===== config.mk =====
export PLATFORM = sky130hd
export DESIGN_NAME = elgamal_encrypt_block_core
export DESIGN_NICKNAME = d
export VERILOG_FILES = /design/src/sv/elg_pkg.sv /design/src/sv/elg_mulmod.sv /design/src/sv/elg_cfg.sv /design/src/sv/elgamal_encrypt_block_core.sv
export SDC_FILE = /design/constraint.sdc
export NUM_CORES = 1
export LEC_CHECK = 0
export BUFFER_PORTS_ARGS = -buffer_cell sky130_fd_sc_hd__buf_2
export CORE_MARGIN = 3
export CORE_UTILIZATION = 48
export CTS_CLUSTER_DIAMETER = 150
export DETAILED_ROUTE_END_ITERATION = 7
export PLACE_DENSITY_LB_ADDON = 0.05
export SLEW_MARGIN = 20
export SYNTH_ARGS = -nofsm -noshare
export SYNTH_HDL_FRONTEND = slang
export SYNTH_SLANG_ARGS = --single-unit

===== constraint.sdc =====
create_clock -name clk -period 23.2 [get_ports clk]
set_clock_uncertainty 0.15 [all_clocks]
set_input_delay 3.48 -clock clk [delete_from_list [all_inputs] [get_ports clk]]
set_output_delay 3.48 -clock clk [all_outputs]
set_load 0.02 [all_outputs]

===== src/sv/elg_pkg.sv =====
`default_nettype none
package elg_pkg;

  localparam int WORD_WIDTH = 32;
  localparam int CNT_W      = $clog2(WORD_WIDTH);
  localparam int ADDR_W     = 4;

  typedef logic [WORD_WIDTH-1:0] word_t;
  typedef logic [CNT_W-1:0]      cnt_t;

  localparam cnt_t CNT_LAST = CNT_W'(WORD_WIDTH - 1);

  // register index, taken from paddr[3:2]
  typedef enum logic [1:0] {
    REG_MODULUS    = 2'd0,
    REG_GENERATOR  = 2'd1,
    REG_PUBLIC_KEY = 2'd2
  } reg_idx_t;

  typedef enum logic [3:0] {
    ST_IDLE,
    ST_RED_G,
    ST_RED_K,
    ST_RED_M,
    ST_SQ1,
    ST_SQ2,
    ST_MUL1,
    ST_MUL2,
    ST_FIN,
    ST_DONE
  } state_t;

  // modular multiplier request / response
  typedef struct packed {
    logic  go;
    word_t a;
    word_t b;
    word_t p;
  } mm_req_t;

  typedef struct packed {
    logic  done;
    word_t result;
  } mm_rsp_t;

endpackage
`default_nettype wire


===== src/sv/elg_mulmod.sv =====
`default_nettype none
// Bit-serial interleaved modular multiplier: a * b mod p, a < p, p >= 2.
// One multiplier bit per cycle, MSB first.
module elg_mulmod import elg_pkg::*; (
  input  logic    clk,
  input  logic    rst,
  input  mm_req_t req,
  output mm_rsp_t rsp
);

  logic  running;
  logic  done_r;
  cnt_t  cnt;
  word_t a_r;
  word_t b_r;
  word_t p_r;
  word_t acc;

  logic [WORD_WIDTH:0] dbl;
  logic [WORD_WIDTH:0] dred;
  logic [WORD_WIDTH:0] sum;
  logic [WORD_WIDTH:0] sred;
  logic [WORD_WIDTH:0] p_ext;

  always_comb begin
    p_ext = {1'b0, p_r};
    dbl   = {acc, 1'b0};
    dred  = (dbl >= p_ext) ? dbl - p_ext : dbl;
    sum   = dred + (b_r[WORD_WIDTH-1] ? {1'b0, a_r} : '0);
    sred  = (sum >= p_ext) ? sum - p_ext : sum;
  end

  always_ff @(posedge clk) begin
    if (rst) begin
      running <= 1'b0;
      done_r  <= 1'b0;
      cnt     <= '0;
    end else begin
      done_r <= 1'b0;
      if (req.go && !running) begin
        running <= 1'b1;
        cnt     <= '0;
      end else if (running) begin
        cnt <= cnt + 1'b1;
        if (cnt == CNT_LAST) begin
          running <= 1'b0;
          done_r  <= 1'b1;
        end
      end
    end
  end

  always_ff @(posedge clk) begin
    if (req.go && !running) begin
      a_r <= req.a;
      b_r <= req.b;
      p_r <= req.p;
      acc <= '0;
    end else if (running) begin
      acc <= sred[WORD_WIDTH-1:0];
      b_r <= {b_r[WORD_WIDTH-2:0], 1'b0};
    end
  end

  assign rsp.done   = done_r;
  assign rsp.result = acc;

endmodule
`default_nettype wire


===== src/sv/elg_cfg.sv =====
`default_nettype none
// APB register file: modulus, generator, public key.
module elg_cfg import elg_pkg::*; (
  input  logic              clk,
  input  logic              rst,
  input  logic              psel,
  input  logic              penable,
  input  logic              pwrite,
  input  logic [ADDR_W-1:0] paddr,
  input  logic [31:0]       pwdata,
  output logic [31:0]       prdata,
  output logic              pready,
  output word_t             modulus,
  output word_t             generator,
  output word_t             public_key
);

  logic     wr_en;
  reg_idx_t idx;

  assign pready = 1'b1;
  assign wr_en  = psel && penable && pwrite && pready;
  assign idx    = reg_idx_t'(paddr[3:2]);

  always_ff @(posedge clk) begin
    if (rst) begin
      modulus    <= WORD_WIDTH'(2147483647);
      generator  <= WORD_WIDTH'(2);
      public_key <= WORD_WIDTH'(1);
    end else if (wr_en) begin
      case (idx)
        REG_MODULUS:    modulus    <= pwdata[WORD_WIDTH-1:0];
        REG_GENERATOR:  generator  <= pwdata[WORD_WIDTH-1:0];
        REG_PUBLIC_KEY: public_key <= pwdata[WORD_WIDTH-1:0];
        default:        ;
      endcase
    end
  end

  always_comb begin
    case (idx)
      REG_MODULUS:    prdata = 32'(modulus);
      REG_GENERATOR:  prdata = 32'(generator);
      REG_PUBLIC_KEY: prdata = 32'(public_key);
      default:        prdata = '0;
    endcase
  end

endmodule
`default_nettype wire


===== src/sv/elgamal_encrypt_block_core.sv =====
`default_nettype none
// ElGamal encryption core: cipher_first = g^e mod p, cipher_second = m * k^e mod p.
// The arithmetic takes (68 + 2 * popcount(e)) modular products, run one after another;
// one request at a time, busy high throughout.
// A modulus of 0 or 1 bypasses the arithmetic: both results are zero.
// A new request waits until done (one bit-serial multiplier); done is never stalled.
// rst is synchronous, active high: sequencer idle, configuration registers back to defaults.
module elgamal_encrypt_block_core import elg_pkg::*; (
  input  logic              clk,
  input  logic              rst,
  // configuration
  input  logic              psel,
  input  logic              penable,
  input  logic              pwrite,
  input  logic [ADDR_W-1:0] paddr,
  input  logic [31:0]       pwdata,
  output logic [31:0]       prdata,
  output logic              pready,
  // request
  input  logic              start,
  output logic              busy,
  input  word_t             message_block,
  input  word_t             ephemeral_exponent,
  // result
  output logic              done,
  output word_t             cipher_first,
  output word_t             cipher_second
);

  word_t   modulus;
  word_t   generator;
  word_t   public_key;

  state_t  state;
  state_t  state_next;
  logic    issued;
  logic    zero;
  word_t   mb;     // message, reduced mod p after ST_RED_M
  word_t   gb;     // generator mod p
  word_t   kb;     // public key mod p
  word_t   r1;     // running power of g
  word_t   r2;     // running power of k, then final product
  word_t   e_sh;   // exponent, MSB first
  cnt_t    bit_cnt;

  mm_req_t mm_req;
  mm_rsp_t mm_rsp;

  logic    accept;
  logic    op_state;
  logic    adv;
  logic    last_bit;

  elg_cfg u_cfg (
    .clk        (clk),
    .rst        (rst),
    .psel       (psel),
    .penable    (penable),
    .pwrite     (pwrite),
    .paddr      (paddr),
    .pwdata     (pwdata),
    .prdata     (prdata),
    .pready     (pready),
    .modulus    (modulus),
    .generator  (generator),
    .public_key (public_key)
  );

  elg_mulmod u_mulmod (
    .clk (clk),
    .rst (rst),
    .req (mm_req),
    .rsp (mm_rsp)
  );

  assign busy     = (state != ST_IDLE);
  assign accept   = start && !busy;
  assign done     = (state == ST_DONE);
  assign last_bit = (bit_cnt == CNT_LAST);

  // exponent bit finished: after squaring with a zero bit, or after both multiplies
  assign adv = mm_rsp.done &&
               (((state == ST_SQ2) && !e_sh[WORD_WIDTH-1]) || (state == ST_MUL2));

  always_ff @(posedge clk) begin
    if (rst) begin
      state  <= ST_IDLE;
      issued <= 1'b0;
    end else begin
      state <= state_next;
      if (mm_req.go) begin
        issued <= 1'b1;
      end else if (mm_rsp.done) begin
        issued <= 1'b0;
      end
    end
  end

  // next state and multiplier operand selection
  always_comb begin
    state_next = state;
    op_state   = 1'b1;
    mm_req.a   = WORD_WIDTH'(1);
    mm_req.b   = generator;
    mm_req.p   = modulus;
    case (state)
      ST_IDLE: begin
        op_state = 1'b0;
        if (start) begin
          // modulus 0 or 1: every result is zero
          state_next = (modulus <= WORD_WIDTH'(1)) ? ST_DONE : ST_RED_G;
        end
      end
      ST_RED_G: begin
        if (mm_rsp.done) state_next = ST_RED_K;
      end
      ST_RED_K: begin
        mm_req.b = public_key;
        if (mm_rsp.done) state_next = ST_RED_M;
      end
      ST_RED_M: begin
        mm_req.b = mb;
        if (mm_rsp.done) state_next = ST_SQ1;
      end
      ST_SQ1: begin
        mm_req.a = r1;
        mm_req.b = r1;
        if (mm_rsp.done) state_next = ST_SQ2;
      end
      ST_SQ2: begin
        mm_req.a = r2;
        mm_req.b = r2;
        if (mm_rsp.done) begin
          if (e_sh[WORD_WIDTH-1]) state_next = ST_MUL1;
          else                    state_next = last_bit ? ST_FIN : ST_SQ1;
        end
      end
      ST_MUL1: begin
        mm_req.a = gb;
        mm_req.b = r1;
        if (mm_rsp.done) state_next = ST_MUL2;
      end
      ST_MUL2: begin
        mm_req.a = kb;
        mm_req.b = r2;
        if (mm_rsp.done) state_next = last_bit ? ST_FIN : ST_SQ1;
      end
      ST_FIN: begin
        mm_req.a = mb;
        mm_req.b = r2;
        if (mm_rsp.done) state_next = ST_DONE;
      end
      ST_DONE: begin
        op_state   = 1'b0;
        state_next = ST_IDLE;
      end
      default: begin
        op_state   = 1'b0;
        state_next = ST_IDLE;
      end
    endcase
    mm_req.go = op_state && !issued;
  end

  // datapath registers
  always_ff @(posedge clk) begin
    if (accept) begin
      mb      <= message_block;
      e_sh    <= ephemeral_exponent;
      bit_cnt <= '0;
      r1      <= WORD_WIDTH'(1);
      r2      <= WORD_WIDTH'(1);
      zero    <= (modulus <= WORD_WIDTH'(1));
    end else begin
      if (mm_rsp.done) begin
        case (state)
          ST_RED_G:          gb <= mm_rsp.result;
          ST_RED_K:          kb <= mm_rsp.result;
          ST_RED_M:          mb <= mm_rsp.result;
          ST_SQ1, ST_MUL1:   r1 <= mm_rsp.result;
          ST_SQ2, ST_MUL2,
          ST_FIN:            r2 <= mm_rsp.result;
          default:           ;
        endcase
      end
      if (adv) begin
        e_sh    <= {e_sh[WORD_WIDTH-2:0], 1'b0};
        bit_cnt <= bit_cnt + 1'b1;
      end
    end
  end

  assign cipher_first  = zero ? '0 : r1;
  assign cipher_second = zero ? '0 : r2;

endmodule
`default_nettype wire


## Word-level counts from Yosys, hierarchy flattened

Index checks and enable logic that the tools add are counted.

- Register bits after elaboration: 434
- Output and inout bits: 99
- Word-level logic and storage cells: 121

- $add $sub $neg: 5
- Magnitude comparators: 3
- Equality and inequality tests: 22
- Multiplexer cells: 35
- Bitwise gates (word level): 2
- Reductions and logical operators: 34

Operators with widths:

| kind | number |
|---|---|
| $mux 32 | 11 |
| $pmux 32 s5 | 1 |
| $pmux 32 s4 | 1 |
| $pmux 32 s3 | 1 |
| $ge 33x32->1 | 2 |
| $mux 4 | 12 |
| $pmux 4 s9 | 1 |
| $add 33x32->33 | 1 |
| $mux 33 | 1 |
| $sub 33x32->33 | 1 |
| $le 32x1->1 const B | 1 |
| $sub 32x32->32 | 1 |
| $eq 4x3->1 const B | 4 |
| $ne 2x1->1 const B | 8 |
| $reduce_and 2->1 | 6 |
| $add 5x1->5 const B | 2 |
| $eq 5x5->1 const B | 2 |
| $reduce_bool 2->1 | 5 |
| $reduce_and 9->1 | 1 |
| $eq 4x2->1 const B | 2 |
| $eq 4x4->1 const B | 2 |
| $reduce_or 8->1 | 1 |
| $logic_and 1x1->1 | 7 |
| $mux 1 | 7 |
| 13 further kinds | 20 |

## Longest topological paths before layout

- Depth in word-level cells: 6
- Gate-level depth with buffers: 36
- Depth with buffers taken out: 30

## Hierarchy

Synthesis repeated with hierarchy kept, for this count alone.

- Cell total of the unflattened synthesis: 2691
- Area, all modules: 25012.7 µm²

By module, submodules not included:

| module | instances | cells each | area an instance (µm²) |
|---|---|---|---|
| elg_mulmod | 1 | 1116 | 10382.5 |
| elgamal_encrypt_block_core | 1 | 1082 | 10043.4 |
| elg_cfg | 1 | 493 | 4586.9 |

## Least setup slack after synthesis

OpenSTA, ideal clock, no wires.

- Path type: input to output
- Start: input paddr[2]
- End: output prdata[10]
- Data arrival time: 4870 ps
- Required time: 19570 ps
- Path slack: 14700 ps
- Stages on the path: 4
- Cells stage by stage: clkbuf_1 buf_1 mux2i_1 o21ai_0

- Longest elaborated chain between the ends: 2
- Elaborated cells between the ends (all ways): 4

Ends and longest elaborated chain:

| what | RTL line | text |
|---|---|---|
| start: declaration | elgamal_encrypt_block_core.sv:15 | `input logic [ADDR_W-1:0] paddr,` |
| $eq 2x2->1, or another cell as far along | elg_cfg.sv:41 | `case (idx)` |
| $pmux 32 s3 * | elg_cfg.sv:41 |  |
| end: declaration | elgamal_encrypt_block_core.sv:17 | `output logic [31:0] prdata,` |

Mark *: on every way between the ends. The rest lies on a longest branch, timed or not.

## Final worst setup path

- Start: register u_mulmod.acc[2]
- End: register u_mulmod.acc[25]

- Longest elaborated chain between the ends: 5
- Elaborated cells between the ends (all ways): 7

Ends and longest elaborated chain:

| what | RTL line | text |
|---|---|---|
| start: declaration | elg_mulmod.sv:17 | `word_t acc;` |
| start signal: assignment | elg_mulmod.sv:60 | `acc <= sred[WORD_WIDTH-1:0];` |
| $sub 33x32->33 or $ge 33x32->1 (tied branches) | elg_mulmod.sv:28 | `dred = (dbl >= p_ext) ? dbl - p_ext : dbl;` |
| $mux 33 * | elg_mulmod.sv:28 |  |
| $add 33x32->33 * | elg_mulmod.sv:29 | `sum = dred + (b_r[WORD_WIDTH-1] ? {1'b0, a_r} : '0);` |
| $sub 32x32->32 or $ge 33x32->1 (tied branches) | elg_mulmod.sv:30 | `sred = (sum >= p_ext) ? sum - p_ext : sum;` |
| $mux 32 * | elg_mulmod.sv:30 |  |

Marked as above.
A chain may end at the register's enable or synchronous reset.

==> results.json <==
{
  "path_max_fanout": 59,
  "first_pass_iters": 8,
  "layout-drive-gt1-share": 0.1153,
  "syn-num-nets": 3058,
  "place_area_um2": 26000,
  "drv_slew": 0,
  "dp_cells": 3566,
  "syn-cell-area_um2": 24590,
  "holdCritPathClass": "reg -> reg",
  "initialDrtViolationCount": 1986,
  "syn_area_per_cell_um2": 8.631,
  "rsz0062_at_grt": "false",
  "root_buffer": "clkbuf_16",
  "die_h_um": 232.3,
  "final_area_um2": 27570,
  "cts_sinks": 434,
  "endpoint_kind": "flop",
  "irDropWorstVdd_uv": 60.43,
  "drt_wl_total_mm": 84.53,
  "hold_viol_final": 0,
  "cts_htree_levels": 2,
  "yosys_warnings": 0,
  "core_area_um2": 50380,
  "ys_ff_latch": 434,
  "io_pins": 205,
  "gr-usage-all-layers": 0.3040,
  "cp_top_family": "compound AO/OA/AOI/OAI gates",
  "power_per_cell_area_nw_per_um2": 100.6,
  "worstSetupStartpointType": "flop",
  "vias": 22149,
  "period_share": 0.4253,
  "rows": 82,
  "fin_tns_setup_ns": 0,
  "ff2ff_path_depth": 27,
  "grt_pass1_vias": 20621,
  "nets": 3153,
  "drtAntennaViolNets": 0,
  "post-cts-setup-buffer-count": 0,
  "holdBufCountCts": 0,
  "fmax_mhz": 101.3,
  "die_area_um2": 53980,
  "yosys.cell_types.count": 80,
  "outcome": "finished, final reports clean",
  "n_antenna_cell": 0,
  "arrival_ns": 10.20,
  "start_util": 0.4882,
  "min_path_cells": 2,
  "slew-limit-headroom": 0.1452,
  "dp_hpwl_mm": 60.78,
  "synth_edf_count": 225,
  "post_drt_wl_per_cell_um": 23.13,
  "cp_slowest_cell": "a211oi_1",
  "critPathRequiredTime_ns": 23.53,
  "drcViolationCount": 0,
  "cpPeakStageDelay_ns": 1.06,
  "synth_ff_type": "edfxtp_1",
  "crit_cells": 27,
  "ctsLongestPathBuffers": 3,
  "timing.critical_path.buf_inv": 2,
  "p_leak_uw": 0.01099,
  "ys_seq_area_frac": 0.4449,
  "clock_latency_ns": 0.60,
  "area_growth_pct": 12.12,
  "min_period_ns": 9.868,
  "worst_slew_pin_slew_ns": 1.275,
  "grt_max_degree": 109,
  "stdcell_count": 3655,
  "portBuffers": 201,
  "grt_pass1_wl_mm": 125.6,
  "numCtsBuffers": 48,
  "fin_hold_ws_ns": 0.3208,
  "final_cell_mix": "678 x nand2_1, 264 x a21oi_1, 225 x edfxtp_1",
  "crit_type": "reg -> reg",
  "mostFrequentLayoutCell": "nand2_1",
  "finalSetupViolations": 0,
  "overflow": 0,
  "path_clk_slew_ns": 0.06,
  "cpMostUsedCell": "a21oi_1",
  "vias_per_cell": 6.060,
  "cts_tree": "yes",
  "netlist_instances": 2849,
  "die_x_um": 232.3,
  "cts_resized": 0,
  "antenna_found_initial": 4,
  "place_congestion": 0.9128,
  "async_flop_share": 0,
  "maxCapViolCount": 0
}
==> final cells by class <==
cell class              count  area, µm²
fillers                  4744      22800
clock inverters            19      186.4
well taps                 672      840.8
clock buffers              70       1375
multi-input cells        2150      12690
inverters                  78      295.3
flip-flops and latches    434      10940
repair buffers            232       1245
==> worst min-delay path, delay by kind of cell, from the launching register on <==
kind / cells / cell delay, ns
flops: 1 / 0.32
simple gates: 1 / 0.05
compound gates: 1 / 0.05
==> cells by family after synthesis <==
group / synth area share
simple gates: 0.2074
compound gates: 0.2066
flops: 0.4449
buf+inv: 0.04167
fa+ha+maj: 0.05332
xor+xnor: 0.02778
mux: 0.01816
other cells: 0.0001525
==> power by group <==
part           leakage [µW]  switching (µW)  internal (µW)  total (µW)
Clock              0.000755             323            435         758
Combinational       0.00648             631            337         968
Sequential          0.00375             108            941        1050
==> state kept, by name, summed over array words and instances (netlist names), 4 cells and up <==
| name | flops |
|---|---|
| bit_cnt | 5 |
| e_sh | 32 |
| gb | 32 |
| kb | 32 |
| mb | 32 |
| r1 | 32 |
| r2 | 32 |
| state | 4 |
| u_cfg.generator | 32 |
| u_cfg.modulus | 32 |
| u_cfg.public_key | 32 |
| u_mulmod.a_r | 32 |
| u_mulmod.acc | 32 |
| u_mulmod.b_r | 32 |
| u_mulmod.cnt | 5 |
| u_mulmod.p_r | 32 |
==> cells in the mapped netlist, drive strengths merged, types with 14 or more instances <==
library cell	instances	area, µm²
ha	100	1251
nand3	38	190.2
a22oi	31	232.7
nor3	40	200.2
nand2	683	2571
inv	78	292.8
mux2i	39	390.4
o21ai	199	996.0
and2	42	262.8
a21o	36	270.3
a21boi	36	270.3
nor2b	102	638.1
dfxtp	209	4184
a31oi	16	100.1
o211ai	23	172.7
clkbuf	171	641.9
nand2b	22	137.6
a21oi	265	1330
and3	19	118.9
xnor2	42	375.4
or3	14	87.58
nor2	76	285.3
o21a	17	127.6
nand4	51	319.1
edfxtp	225	6756
a22o	33	289.0
buf	16	90.08
o31ai	21	157.7
xor2	33	307.8
a211o	38	332.8
==> final timing paths <==
path | from | end | slack (ns)
worst min register to register | u_cfg.generator[12] | u_cfg.generator[12] | 0.32
worst max-delay path | u_mulmod.acc[2] | u_mulmod.acc[25] | 13.33
worst min-delay path | u_cfg.generator[12] | u_cfg.generator[12] | 0.32
worst max register to register | u_mulmod.acc[2] | u_mulmod.acc[25] | 13.33
==> metrics by stage <==
step	worst slack (ns)	total power (µW)	utilization
after floorplan	14.70	1716	-
after global placement	13.70	1990	0.5161
after detailed placement	13.60	2010	0.5161
after CTS	13.57	2770	0.5471
after global routing	12.86	2919	0.5473
final	13.33	2775	0.5473
==> layer usage <==
layer	track usage	share of wire	wire, µm	up-vias
met3	0.07250	0.10	8528	97
met2	0.4424	0.42	35850	1004
li1	-	-	-	10346
met4	0.06681	0.018	1497	4
met1	0.4563	0.46	38620	10698
met5	0	0.00037	31	-
Note: power is estimated with default switching activity, not from simulation.
